--- src/sv/source_line_tokenizer_assert.svh ---
// Assertion macros used by the tokenizer top level.
`ifndef SOURCE_LINE_TOKENIZER_ASSERT_SVH
`define SOURCE_LINE_TOKENIZER_ASSERT_SVH

// Same-cycle implication, sampled on clk and disabled while rst_n is low.
`define SLT_ASSERT_NOW(label, ante, cons, msg) \
    label: assert property (@(posedge clk) disable iff (!rst_n) (ante) |-> (cons)) \
        else $error(msg);

// Next-cycle implication, sampled on clk and disabled while rst_n is low.
`define SLT_ASSERT_NEXT(label, ante, cons, msg) \
    label: assert property (@(posedge clk) disable iff (!rst_n) (ante) |=> (cons)) \
        else $error(msg);

`endif

--- src/sv/slt_pkg.sv ---
// Types, character codes and the per-character classification step of the tokenizer.
package slt_pkg;

    // Event codes carried on event_res.
    localparam logic [1:0] EV_APPEND  = 2'd0;
    localparam logic [1:0] EV_CLOSE   = 2'd1;
    localparam logic [1:0] EV_STR_ERR = 2'd2;
    localparam logic [1:0] EV_ESC_ERR = 2'd3;

    // Character codes.
    localparam logic [7:0] CH_BSLASH = 8'h5C;
    localparam logic [7:0] CH_DQUOTE = 8'h22;
    localparam logic [7:0] CH_SLASH  = 8'h2F;
    localparam logic [7:0] CH_COLON  = 8'h3A;
    localparam logic [7:0] CH_PLUS   = 8'h2B;
    localparam logic [7:0] CH_MINUS  = 8'h2D;
    localparam logic [7:0] CH_LT     = 8'h3C;
    localparam logic [7:0] CH_GT     = 8'h3E;
    localparam logic [7:0] CH_EQ     = 8'h3D;
    localparam logic [7:0] CH_AMP    = 8'h26;
    localparam logic [7:0] CH_BAR    = 8'h7C;
    localparam logic [7:0] CH_SEMI   = 8'h3B;
    localparam logic [7:0] CH_PCT    = 8'h25;
    localparam logic [7:0] CH_QMARK  = 8'h3F;
    localparam logic [7:0] CH_LPAREN = 8'h28;
    localparam logic [7:0] CH_RPAREN = 8'h29;
    localparam logic [7:0] CH_LBRACE = 8'h7B;
    localparam logic [7:0] CH_RBRACE = 8'h7D;
    localparam logic [7:0] CH_COMMA  = 8'h2C;
    localparam logic [7:0] CH_STAR   = 8'h2A;
    localparam logic [7:0] CH_NL     = 8'h0A;
    localparam logic [7:0] CH_TAB    = 8'h09;
    localparam logic [7:0] CH_SPACE  = 8'h20;

    // Event list sizing and the record queue depth.
    localparam int MAX_EV  = 8;
    localparam int IDX_W   = $clog2(MAX_EV);
    localparam int CNT_W   = $clog2(MAX_EV + 1);
    localparam int QDEPTH  = 4;
    localparam int QPTR_W  = $clog2(QDEPTH);
    localparam int QCNT_W  = $clog2(QDEPTH + 1);
    localparam logic [15:0] COL_OUT_MAX = 16'hFFFF;

    // One event of a record; off is the column advance within the item.
    typedef struct packed {
        logic [1:0] code;
        logic [7:0] ch;
        logic [1:0] off;
    } lev_t;

    // Lexer flags kept by the front part.
    typedef struct packed {
        logic [7:0] held_char;
        logic       held_valid;
        logic       in_string;
        logic       escape_pending;
        logic       token_nonempty;
        logic       comment_skip;
        logic       halted;
    } lex_state_t;

    // Scratch value built up while one character is classified.
    typedef struct packed {
        lex_state_t              st;
        lev_t [MAX_EV-1:0]       evs;
        logic [CNT_W-1:0]        n;
        logic [1:0]              off;
        logic                    col_clear;
    } lex_work_t;

    // Record passed from the front part to the back part.
    typedef struct packed {
        lev_t [MAX_EV-1:0] evs;
        logic [CNT_W-1:0]  n;
        logic [15:0]       line;
    } lex_rec_t;

    function automatic logic is_pair(logic [7:0] c);
        return c == CH_COLON || c == CH_PLUS || c == CH_MINUS || c == CH_LT ||
               c == CH_GT || c == CH_EQ || c == CH_AMP || c == CH_BAR;
    endfunction

    function automatic logic is_punct(logic [7:0] c);
        return c == CH_LPAREN || c == CH_RPAREN || c == CH_LBRACE || c == CH_RBRACE ||
               c == CH_AMP || c == CH_COMMA || c == CH_SEMI || c == CH_COLON ||
               c == CH_QMARK || c == CH_PLUS || c == CH_MINUS || c == CH_STAR ||
               c == CH_SLASH || c == CH_PCT;
    endfunction

    function automatic lex_work_t emit(lex_work_t w, logic [1:0] code, logic [7:0] ch);
        lex_work_t r;
        r = w;
        r.evs[w.n[IDX_W-1:0]].code = code;
        r.evs[w.n[IDX_W-1:0]].ch   = ch;
        r.evs[w.n[IDX_W-1:0]].off  = w.off;
        r.n = w.n + CNT_W'(1);
        return r;
    endfunction

    function automatic lex_work_t col_inc(lex_work_t w);
        lex_work_t r;
        r = w;
        r.off = w.off + 2'd1;
        return r;
    endfunction

    function automatic lex_work_t close_tok(lex_work_t w);
        lex_work_t r;
        r = w;
        if (r.st.token_nonempty)
        begin
            r = emit(r, EV_CLOSE, 8'd0);
        end
        r.st.token_nonempty = 1'b0;
        return r;
    endfunction

    function automatic lex_work_t append(lex_work_t w, logic [7:0] ch);
        lex_work_t r;
        r = emit(w, EV_APPEND, ch);
        r.st.token_nonempty = 1'b1;
        return r;
    endfunction

    function automatic lex_work_t single(lex_work_t w, logic [7:0] ch);
        lex_work_t r;
        r = close_tok(w);
        r = append(r, ch);
        r = close_tok(r);
        return r;
    endfunction

    function automatic lex_work_t fail(lex_work_t w, logic [1:0] code);
        lex_work_t r;
        r = emit(w, code, 8'd0);
        r.st.halted = 1'b1;
        return r;
    endfunction

    function automatic lex_work_t line_reset(lex_work_t w);
        lex_work_t r;
        r = w;
        r.st.held_valid     = 1'b0;
        r.st.in_string      = 1'b0;
        r.st.escape_pending = 1'b0;
        r.st.token_nonempty = 1'b0;
        r.st.comment_skip   = 1'b0;
        r.col_clear         = 1'b1;
        return r;
    endfunction

    function automatic lex_work_t classify(lex_work_t w, logic [7:0] c);
        lex_work_t r;
        if (is_punct(c))
        begin
            r = single(w, c);
        end
        else if (c == CH_NL || c == CH_TAB || c == CH_SPACE)
        begin
            r = close_tok(w);
        end
        else
        begin
            r = append(w, c);
        end
        return r;
    endfunction

    // A character that is not resolving a held one.
    function automatic lex_work_t fresh(lex_work_t w, logic [7:0] ch, logic le);
        lex_work_t r;
        r = w;
        if (r.st.escape_pending)
        begin
            if (le)
            begin
                r = fail(r, EV_ESC_ERR);
            end
            else
            begin
                r.st.escape_pending = 1'b0;
                r = append(r, ch);
                r = col_inc(r);
                r = close_tok(r);
                r = col_inc(r);
            end
        end
        else if (r.st.in_string)
        begin
            if (ch == CH_BSLASH)
            begin
                r = close_tok(r);
                r = append(r, ch);
                if (le)
                begin
                    r = fail(r, EV_ESC_ERR);
                end
                else
                begin
                    r.st.escape_pending = 1'b1;
                end
            end
            else
            begin
                if (ch == CH_DQUOTE)
                begin
                    r = single(r, ch);
                    r.st.in_string = 1'b0;
                end
                else
                begin
                    r = append(r, ch);
                end
                r = col_inc(r);
                if (le)
                begin
                    if (r.st.in_string)
                    begin
                        r = fail(r, EV_STR_ERR);
                    end
                    else
                    begin
                        r = line_reset(r);
                    end
                end
            end
        end
        else if (ch == CH_DQUOTE)
        begin
            r = single(r, ch);
            r.st.in_string = 1'b1;
            r = col_inc(r);
            if (le)
            begin
                r = fail(r, EV_STR_ERR);
            end
        end
        else if (!le && (ch == CH_SLASH || is_pair(ch)))
        begin
            r.st.held_char  = ch;
            r.st.held_valid = 1'b1;
        end
        else
        begin
            r = classify(r, ch);
            if (le)
            begin
                r = close_tok(r);
                r = line_reset(r);
            end
            else
            begin
                r = col_inc(r);
            end
        end
        return r;
    endfunction

    // Whole classification of one accepted character.
    function automatic lex_work_t lex_step(lex_state_t s, logic [7:0] ch, logic le);
        lex_work_t  w;
        logic [7:0] h;
        w    = '0;
        w.st = s;
        h    = s.held_char;
        if (s.halted)
        begin
            w.st = s;
        end
        else if (s.comment_skip)
        begin
            if (le)
            begin
                w = line_reset(w);
            end
        end
        else if (s.held_valid)
        begin
            w.st.held_valid = 1'b0;
            if (h == CH_SLASH && ch == CH_SLASH)
            begin
                w = close_tok(w);
                if (le)
                begin
                    w = line_reset(w);
                end
                else
                begin
                    w.st.comment_skip = 1'b1;
                end
            end
            else if (is_pair(h) && ch == h)
            begin
                w = append(w, h);
                w = append(w, h);
                w = col_inc(w);
                w = close_tok(w);
                w = col_inc(w);
                if (le)
                begin
                    w = line_reset(w);
                end
            end
            else
            begin
                w = classify(w, h);
                w = col_inc(w);
                w = fresh(w, ch, le);
            end
        end
        else
        begin
            w = fresh(w, ch, le);
        end
        return w;
    endfunction

endpackage

--- src/sv/slt_front.sv ---
// Front part: accepts characters, keeps the lexer state and builds one event record each.
module slt_front #(
    parameter int COLUMN_BITS = 16
) (
    input  logic                     clk,
    input  logic                     rst_n,
    input  logic [7:0]               chr,
    input  logic                     line_end,
    input  logic [15:0]              line_number,
    input  logic                     push,
    input  logic                     q_full,
    output logic                     q_push,
    output slt_pkg::lex_rec_t        q_rec,
    output logic [COLUMN_BITS-1:0]   q_col
);
    import slt_pkg::*;

    lex_state_t             st_reg, st_next;
    logic [COLUMN_BITS-1:0] col_reg, col_next;
    lex_work_t              work;
    logic                   accept;
    logic [COLUMN_BITS:0]   col_sum;

    // Classify the offered character against the current state.
    always_comb
    begin
        accept  = push && !q_full;
        work    = lex_step(st_reg, chr, line_end);
        col_sum = {1'b0, col_reg} + (COLUMN_BITS + 1)'(work.off);
        st_next  = st_reg;
        col_next = col_reg;
        if (accept)
        begin
            st_next = work.st;
            if (work.col_clear)
            begin
                col_next = '0;
            end
            else if (col_sum[COLUMN_BITS])
            begin
                col_next = '1;
            end
            else
            begin
                col_next = col_sum[COLUMN_BITS-1:0];
            end
        end
    end

    // A record goes to the queue only when the item gives at least one event.
    always_comb
    begin
        q_push     = accept && (work.n != '0);
        q_rec.evs  = work.evs;
        q_rec.n    = work.n;
        q_rec.line = line_number;
        q_col      = col_reg;
    end

    // Lexer state and column counter.
    always_ff @(posedge clk or negedge rst_n)
    begin
        if (!rst_n)
        begin
            st_reg  <= '0;
            col_reg <= '0;
        end
        else
        begin
            st_reg  <= st_next;
            col_reg <= col_next;
        end
    end

endmodule

--- src/sv/slt_queue.sv ---
// Short record queue between the front and back parts.
module slt_queue #(
    parameter int COLUMN_BITS = 16
) (
    input  logic                     clk,
    input  logic                     rst_n,
    input  logic                     push,
    input  slt_pkg::lex_rec_t        rec_in,
    input  logic [COLUMN_BITS-1:0]   col_in,
    output logic                     full,
    input  logic                     pop,
    output slt_pkg::lex_rec_t        head_rec,
    output logic [COLUMN_BITS-1:0]   head_col,
    output logic                     nonempty
);
    import slt_pkg::*;

    lex_rec_t               rec_mem [QDEPTH];
    logic [COLUMN_BITS-1:0] col_mem [QDEPTH];
    logic [QPTR_W-1:0]      wr_ptr_reg, wr_ptr_next;
    logic [QPTR_W-1:0]      rd_ptr_reg, rd_ptr_next;
    logic [QCNT_W-1:0]      count_reg, count_next;
    logic                   do_push, do_pop;

    // Status and head entry.
    always_comb
    begin
        full     = (count_reg == QCNT_W'(QDEPTH));
        nonempty = (count_reg != '0);
        head_rec = rec_mem[rd_ptr_reg];
        head_col = col_mem[rd_ptr_reg];
    end

    // Pointer and fill count update.
    always_comb
    begin
        do_push     = push && !full;
        do_pop      = pop && nonempty;
        wr_ptr_next = do_push ? wr_ptr_reg + QPTR_W'(1) : wr_ptr_reg;
        rd_ptr_next = do_pop ? rd_ptr_reg + QPTR_W'(1) : rd_ptr_reg;
        count_next  = count_reg;
        if (do_push && !do_pop)
        begin
            count_next = count_reg + QCNT_W'(1);
        end
        else if (do_pop && !do_push)
        begin
            count_next = count_reg - QCNT_W'(1);
        end
    end

    always_ff @(posedge clk or negedge rst_n)
    begin
        if (!rst_n)
        begin
            wr_ptr_reg <= '0;
            rd_ptr_reg <= '0;
            count_reg  <= '0;
        end
        else
        begin
            wr_ptr_reg <= wr_ptr_next;
            rd_ptr_reg <= rd_ptr_next;
            count_reg  <= count_next;
        end
    end

    // Entry storage needs no reset.
    always_ff @(posedge clk)
    begin
        if (do_push)
        begin
            rec_mem[wr_ptr_reg] <= rec_in;
            col_mem[wr_ptr_reg] <= col_in;
        end
    end

endmodule

--- src/sv/slt_back.sv ---
// Back part: walks the events of the head record into the output register one per cycle while it is free or popped.
module slt_back #(
    parameter int COLUMN_BITS = 16
) (
    input  logic                     clk,
    input  logic                     rst_n,
    input  slt_pkg::lex_rec_t        head_rec,
    input  logic [COLUMN_BITS-1:0]   head_col,
    input  logic                     q_nonempty,
    output logic                     q_pop,
    input  logic                     pop,
    output logic                     empty,
    output logic [1:0]               event_res,
    output logic [7:0]               out_char,
    output logic [15:0]              line,
    output logic [15:0]              column,
    output logic                     last
);
    import slt_pkg::*;

    localparam int WIDE_W = (COLUMN_BITS > 16) ? COLUMN_BITS : 16;

    logic [IDX_W-1:0]       idx_reg, idx_next;
    logic                   valid_reg, valid_next;
    logic [1:0]             event_reg, event_next;
    logic [7:0]             char_reg, char_next;
    logic [15:0]            line_reg, line_next;
    logic [15:0]            column_reg, column_next;
    logic                   last_reg, last_next;
    lev_t                   ev;
    logic                   load, ev_last;
    logic [COLUMN_BITS:0]   col_sum;
    logic [COLUMN_BITS-1:0] col_sat;
    logic [WIDE_W-1:0]      col_wide;

    // Column of the current event: saturate at the counter width, then clip to the port.
    always_comb
    begin
        ev       = head_rec.evs[idx_reg];
        col_sum  = {1'b0, head_col} + (COLUMN_BITS + 1)'(ev.off);
        col_sat  = col_sum[COLUMN_BITS] ? '1 : col_sum[COLUMN_BITS-1:0];
        col_wide = WIDE_W'(col_sat);
    end

    // Load the output register whenever a record waits and the register is free or being taken.
    always_comb
    begin
        load    = q_nonempty && (!valid_reg || pop);
        ev_last = (CNT_W'(idx_reg) + CNT_W'(1)) == head_rec.n;
        q_pop   = load && ev_last;

        idx_next    = idx_reg;
        valid_next  = valid_reg && !pop;
        event_next  = event_reg;
        char_next   = char_reg;
        line_next   = line_reg;
        column_next = column_reg;
        last_next   = last_reg;
        if (load)
        begin
            idx_next    = ev_last ? '0 : idx_reg + IDX_W'(1);
            valid_next  = 1'b1;
            event_next  = ev.code;
            char_next   = ev.ch;
            line_next   = head_rec.line;
            column_next = (col_wide > WIDE_W'(COL_OUT_MAX)) ? COL_OUT_MAX : col_wide[15:0];
            last_next   = ev_last;
        end
    end

    always_ff @(posedge clk or negedge rst_n)
    begin
        if (!rst_n)
        begin
            idx_reg   <= '0;
            valid_reg <= 1'b0;
        end
        else
        begin
            idx_reg   <= idx_next;
            valid_reg <= valid_next;
        end
    end

    // Output payload needs no reset.
    always_ff @(posedge clk)
    begin
        event_reg  <= event_next;
        char_reg   <= char_next;
        line_reg   <= line_next;
        column_reg <= column_next;
        last_reg   <= last_next;
    end

    assign empty     = !valid_reg;
    assign event_res = event_reg;
    assign out_char  = char_reg;
    assign line      = line_reg;
    assign column    = column_reg;
    assign last      = last_reg;

endmodule

--- src/sv/source_line_tokenizer.sv ---
// Top level of the source line tokenizer.
//
//  Channel  Direction  Handshake           Payload
//  input    in         push / full         chr, line_end, line_number
//  result   out        pop / empty         event_res, out_char, line, column, last
//
// The front takes one character per cycle while the record queue has room.
// The back sends one event per cycle while its output register is free or popped, and
// stays on an item until all its events are sent; an item with no event puts no record
// into the queue. The first event of an item passes through the record queue and then
// the output register. full rises with QDEPTH records waiting; pop low holds the output.
// Reset clears all lexer state, the queue pointers and the output valid flag at once.
`include "source_line_tokenizer_assert.svh"

module source_line_tokenizer #(
    parameter int COLUMN_BITS = 16
) (
    input  logic        clk,
    input  logic        rst_n,
    input  logic [7:0]  chr,
    input  logic        line_end,
    input  logic [15:0] line_number,
    input  logic        push,
    output logic        full,
    output logic [1:0]  event_res,
    output logic [7:0]  out_char,
    output logic [15:0] line,
    output logic [15:0] column,
    output logic        last,
    output logic        empty,
    input  logic        pop
);
    import slt_pkg::*;

    logic                   q_push, q_full, q_pop, q_nonempty;
    lex_rec_t               front_rec, head_rec;
    logic [COLUMN_BITS-1:0] front_col, head_col;

    // Character classification and lexer state.
    slt_front #(.COLUMN_BITS(COLUMN_BITS)) u_front (
        .clk         (clk),
        .rst_n       (rst_n),
        .chr         (chr),
        .line_end    (line_end),
        .line_number (line_number),
        .push        (push),
        .q_full      (q_full),
        .q_push      (q_push),
        .q_rec       (front_rec),
        .q_col       (front_col)
    );

    // Records waiting for the back part.
    slt_queue #(.COLUMN_BITS(COLUMN_BITS)) u_queue (
        .clk      (clk),
        .rst_n    (rst_n),
        .push     (q_push),
        .rec_in   (front_rec),
        .col_in   (front_col),
        .full     (q_full),
        .pop      (q_pop),
        .head_rec (head_rec),
        .head_col (head_col),
        .nonempty (q_nonempty)
    );

    // Event expansion and output register.
    slt_back #(.COLUMN_BITS(COLUMN_BITS)) u_back (
        .clk        (clk),
        .rst_n      (rst_n),
        .head_rec   (head_rec),
        .head_col   (head_col),
        .q_nonempty (q_nonempty),
        .q_pop      (q_pop),
        .pop        (pop),
        .empty      (empty),
        .event_res  (event_res),
        .out_char   (out_char),
        .line       (line),
        .column     (column),
        .last       (last)
    );

    assign full = q_full;

    // A queued record always carries between one and MAX_EV events.
    `SLT_ASSERT_NOW(a_rec_count, q_push,
        (front_rec.n != '0) && (front_rec.n <= CNT_W'(MAX_EV)), "record event count out of range")
    // The front never writes a record into a full queue.
    `SLT_ASSERT_NOW(a_no_overflow, q_push, !q_full, "record pushed while queue full")
    // A record leaves the queue exactly when its final event enters the output register.
    `SLT_ASSERT_NEXT(a_pop_on_last, q_pop, !empty && last, "record retired without final event")

endmodule
--- config.mk ---
export PLATFORM = sky130hd
export DESIGN_NAME = source_line_tokenizer
export DESIGN_NICKNAME = d
export VERILOG_FILES = /design/src/sv/slt_pkg.sv /design/src/sv/slt_front.sv /design/src/sv/slt_queue.sv /design/src/sv/slt_back.sv /design/src/sv/source_line_tokenizer.sv
export VERILOG_INCLUDE_DIRS = /design/src /design/src/sv
export SDC_FILE = /design/constraint.sdc
export NUM_CORES = 1
export LEC_CHECK = 0
export BUFFER_PORTS_ARGS = -buffer_cell sky130_fd_sc_hd__clkbuf_2
export CAP_MARGIN = 5
export CORE_ASPECT_RATIO = 1.75
export CORE_UTILIZATION = 60
export DETAILED_ROUTE_END_ITERATION = 10
export PLACE_DENSITY = 0.77
export SKIP_LAST_GASP = 1
export SLEW_MARGIN = 15
export SYNTH_ARGS = -nofsm -noshare
export SYNTH_HDL_FRONTEND = slang
export SYNTH_SLANG_ARGS = --single-unit
--- constraint.sdc ---
create_clock -name clk -period 17.35 [get_ports clk]
set_input_delay 1.735 -clock clk [delete_from_list [all_inputs] [get_ports clk]]
set_output_delay 1.735 -clock clk [all_outputs]
set_load 0.005 [all_outputs]
==> impl_metrics.env <==
export IMPL_status="finished clean"
export IMPL_dieArea_sq_um=47500
export IMPL_grt_ovfl_total=0
export IMPL_dr_pass1_iters=6
export IMPL_setup_viol=0
export IMPL_crit_path_max_fanout=67
export IMPL_cts_setup_buffers=0
export IMPL_synth_compound_area_share_pct=8.73
export IMPL_dr_wl_met3_mm=7.05
export IMPL_crit_type="reg2reg"
export IMPL_wl_met2_mm=44.7
export IMPL_maxSlewHeadroom_pct=5.03
export IMPL_p_leak_nw=10.6
export IMPL_synth_mux_area_share_pct=13.6
export IMPL_first_iter_violations=2318
export IMPL_top_layer="met5"
export IMPL_vias=18300
export IMPL_worstPathArrival_ns=8.50
export IMPL_slew_violations=0
export IMPL_clock_sinks=612
export IMPL_die_y_um=288
export IMPL_tns_ns=0
export IMPL_vias_per_cell=6.92
export IMPL_numCtsBuffers=49
export IMPL_p_per_area_nw_per_um2=141
export IMPL_start_kind="flip-flop"
export IMPL_drt_met1_wl_mm=27.6
export IMPL_num_io_pins=74
export IMPL_cts_tree="yes"
export IMPL_grt_util_all_layers_pct=37.8
export IMPL_io_buffers=73
export IMPL_period_share_pct=47.7
export IMPL_reg_largest_list="u_queue.rec_mem (464), u_queue.col_mem (64)"
export IMPL_tightest_slew_ns=1.42
export IMPL_cts_resized=0
export IMPL_start_util_pct=60.8
export IMPL_postCtsHoldBufs=0
export IMPL_antenna_left=0
export IMPL_synth_simple_gate_area_share_pct=8.10
export IMPL_timing_fmax_ghz=0.121
export IMPL_clock_skew_ns=0.0153
export IMPL_nNetsFinal=2074
export IMPL_routedWlPerCell_um=32.9
export IMPL_die_x_um=165
export IMPL_drive_gt1_share_pct=19.8
export IMPL_maxCapViolCount=0
export IMPL_largest_reg_flops=464
export IMPL_synth_seq_cells=612
export IMPL_seq_area_frac_synth_pct=65.0
export IMPL_regToRegStartpoint="u_front.st_reg[7]$_DFFE_PN0P_"
export IMPL_peakVddDrop_v=0.000137
export IMPL_synth_edff_count=571
export IMPL_power_w=0.00438
export IMPL_synth_xor_area_share_pct=1.13
export IMPL_min_delay_start="u_queue.count_reg[2]$_DFFE_PN0P_"
export IMPL_period_needed_ns=8.28
export IMPL_path_clk_slew_ns=0.07
export IMPL_root_buffer="clkbuf_16"
export IMPL_synth_main_ff_cell="edfxtp_1"
export IMPL_crit_required_ns=17.57
export IMPL_rsz0062_at_grt="no"
export IMPL_drc=0
export IMPL_setup_slack_ns=9.07
export IMPL_hp_class="reg2reg"
export IMPL_grt_pass1_wl_mm=125
export IMPL_largest_register="u_queue.rec_mem"
export IMPL_cp_end_kind="flip-flop"
export IMPL_area_delta_synth_final_pct=11.2
export IMPL_clk_path_buf_depth=3
export IMPL_dp_slack_ns=9.30
export IMPL_cp_startpoint="u_front.st_reg[7]$_DFFE_PN0P_"
export IMPL_yosys_area_share_adder_pct=1.11
export IMPL_ys_types=95
export IMPL_gp_routability_congestion=1.11
export IMPL_timing_hold_violations_final=0
export IMPL_ys_warn_count=0
export IMPL_cts_htree_levels=2
export IMPL_final_common_cell="edfxtp_1"
export IMPL_postSynthCellCount=1849
export IMPL_core_rowCount=104
export IMPL_synth_top_family_by_area="multiplexers"
export IMPL_antenna_found_initial=4
export IMPL_avgSynthCellArea_sq_um=15.1
export IMPL_dp_hpwl_mm=56.3
export IMPL_grt_max_degree=97
export IMPL_wl_mm=87.2
export IMPL_async_flop_share_pct=6.70
export IMPL_grt_pass1_vias=18700
export IMPL_clk_latency_ns=0.59
export IMPL_layout_common_cells="571 x edfxtp_1, 156 x mux4_2, 140 x nand2_1"
export IMPL_syn_area_sq_um=27900
export IMPL_core_sq_um=45900
==> stage by stage <==
| stage | instance area (sq um) | hold WS, ns | std cells | utilization, % |
|---|---|---|---|---|
| after floorplan | 28400 | 0.456 | 1976 | - |
| after global placement | 29400 | 0.471 | 2553 | 64.0 |
| after detailed placement | 29400 | 0.485 | 2553 | 64.0 |
| after CTS | 31100 | 0.510 | 2645 | 67.6 |
| after global routing | 31100 | 0.539 | 2647 | 67.7 |
| final | 31100 | 0.512 | 2647 | 67.7 |
==> layer usage <==
layer | up-vias | global-route usage, %
li1 | 7593 | -
met1 | 9118 | 41.2
met2 | 1204 | 64.4
met3 | 409 | 7.26
met4 | 2 | 28.8
met5 | - | 0
==> cell usage after synthesis (23+ instances only) <==
cell	count	share of area [%]
mux4_2	156	13
clkbuf_1	84	1.1
nor2_1	112	1.5
a21oi_1	111	2.0
xnor2_1	30	0.94
a31oi_1	34	0.76
nor3_1	31	0.56
o21ai_0	96	1.7
dfrtp_1	41	3.7
inv_1	23	0.31
nand2_1	140	1.9
edfxtp_1	571	61
nand3_1	48	0.86
==> worst max-delay path, cell delays in order, from the launching register on <==
cell       delay (ns)
dfrtp_1          0.81
nor2b_1          0.10
o211ai_1         0.29
and3_4           0.44
nand2_2          0.25
nand2_2          0.30
inv_2            0.20
ha_1             0.87
o21ai_0          0.32
o21ai_0          0.29
or2_1            0.14
a222oi_1         0.09
buf_4            0.23
ha_1             0.28
a222oi_1         0.09
a221oi_1         0.39
a221oi_2         0.12
o21ai_1          0.19
o2bb2ai_2        0.20
o41a_4           0.23
and2_4           0.37
buf_4            0.81
buf_4            0.70
==> kinds of logic after synthesis <==
kind of cell,after synthesis
muxes,180
xor gates and xnor gates,36
and+or+nand+nor,459
buffers and inverters,157
other,1
adders and majority gates,23
AOI/OAI and AO/OA,381
DFF,612
==> report_power, final <==
| part | switching (W) | total [W] | leakage, nW | internal (W) |
|---|---|---|---|---|
| sequential | 0.000131 | 0.00184 | 5.77 | 0.00171 |
| combinational | 0.000788 | 0.00139 | 3.97 | 0.000601 |
| clock | 0.000510 | 0.00115 | 0.807 | 0.000638 |
==> area by class of cell <==
cell class / instances / area [sq um]
Sequential cell: 612 / 18200
Clock inverter: 26 / 314
Multi-Input combinational cell: 1207 / 9650
Clock buffer: 66 / 1340
Fill cell: 3047 / 14900
Inverter: 29 / 109
Antenna cell: 1 / 2.50
Timing Repair Buffer: 123 / 753
Tap cell: 583 / 729
==> path summary, 6_finish.rpt <==
path                                                     endpoint  slack [ns]  cells after the start
worst max-delay path             u_queue.rec_mem[1][30]$_DFFE_PP_        9.07                     22
worst min-delay path             u_queue.count_reg[2]$_DFFE_PN0P_        0.51                      1
worst max register to register   u_queue.rec_mem[1][30]$_DFFE_PP_        9.07                     22
worst min register to register   u_queue.count_reg[2]$_DFFE_PN0P_        0.51                      1
max in group asynchronous       u_queue.rd_ptr_reg[1]$_DFFE_PN0P_       15.53                      2
min in group asynchronous           u_front.st_reg[4]$_DFFE_PN0P_        1.28                      2
(Power assumes the default switching activity.)
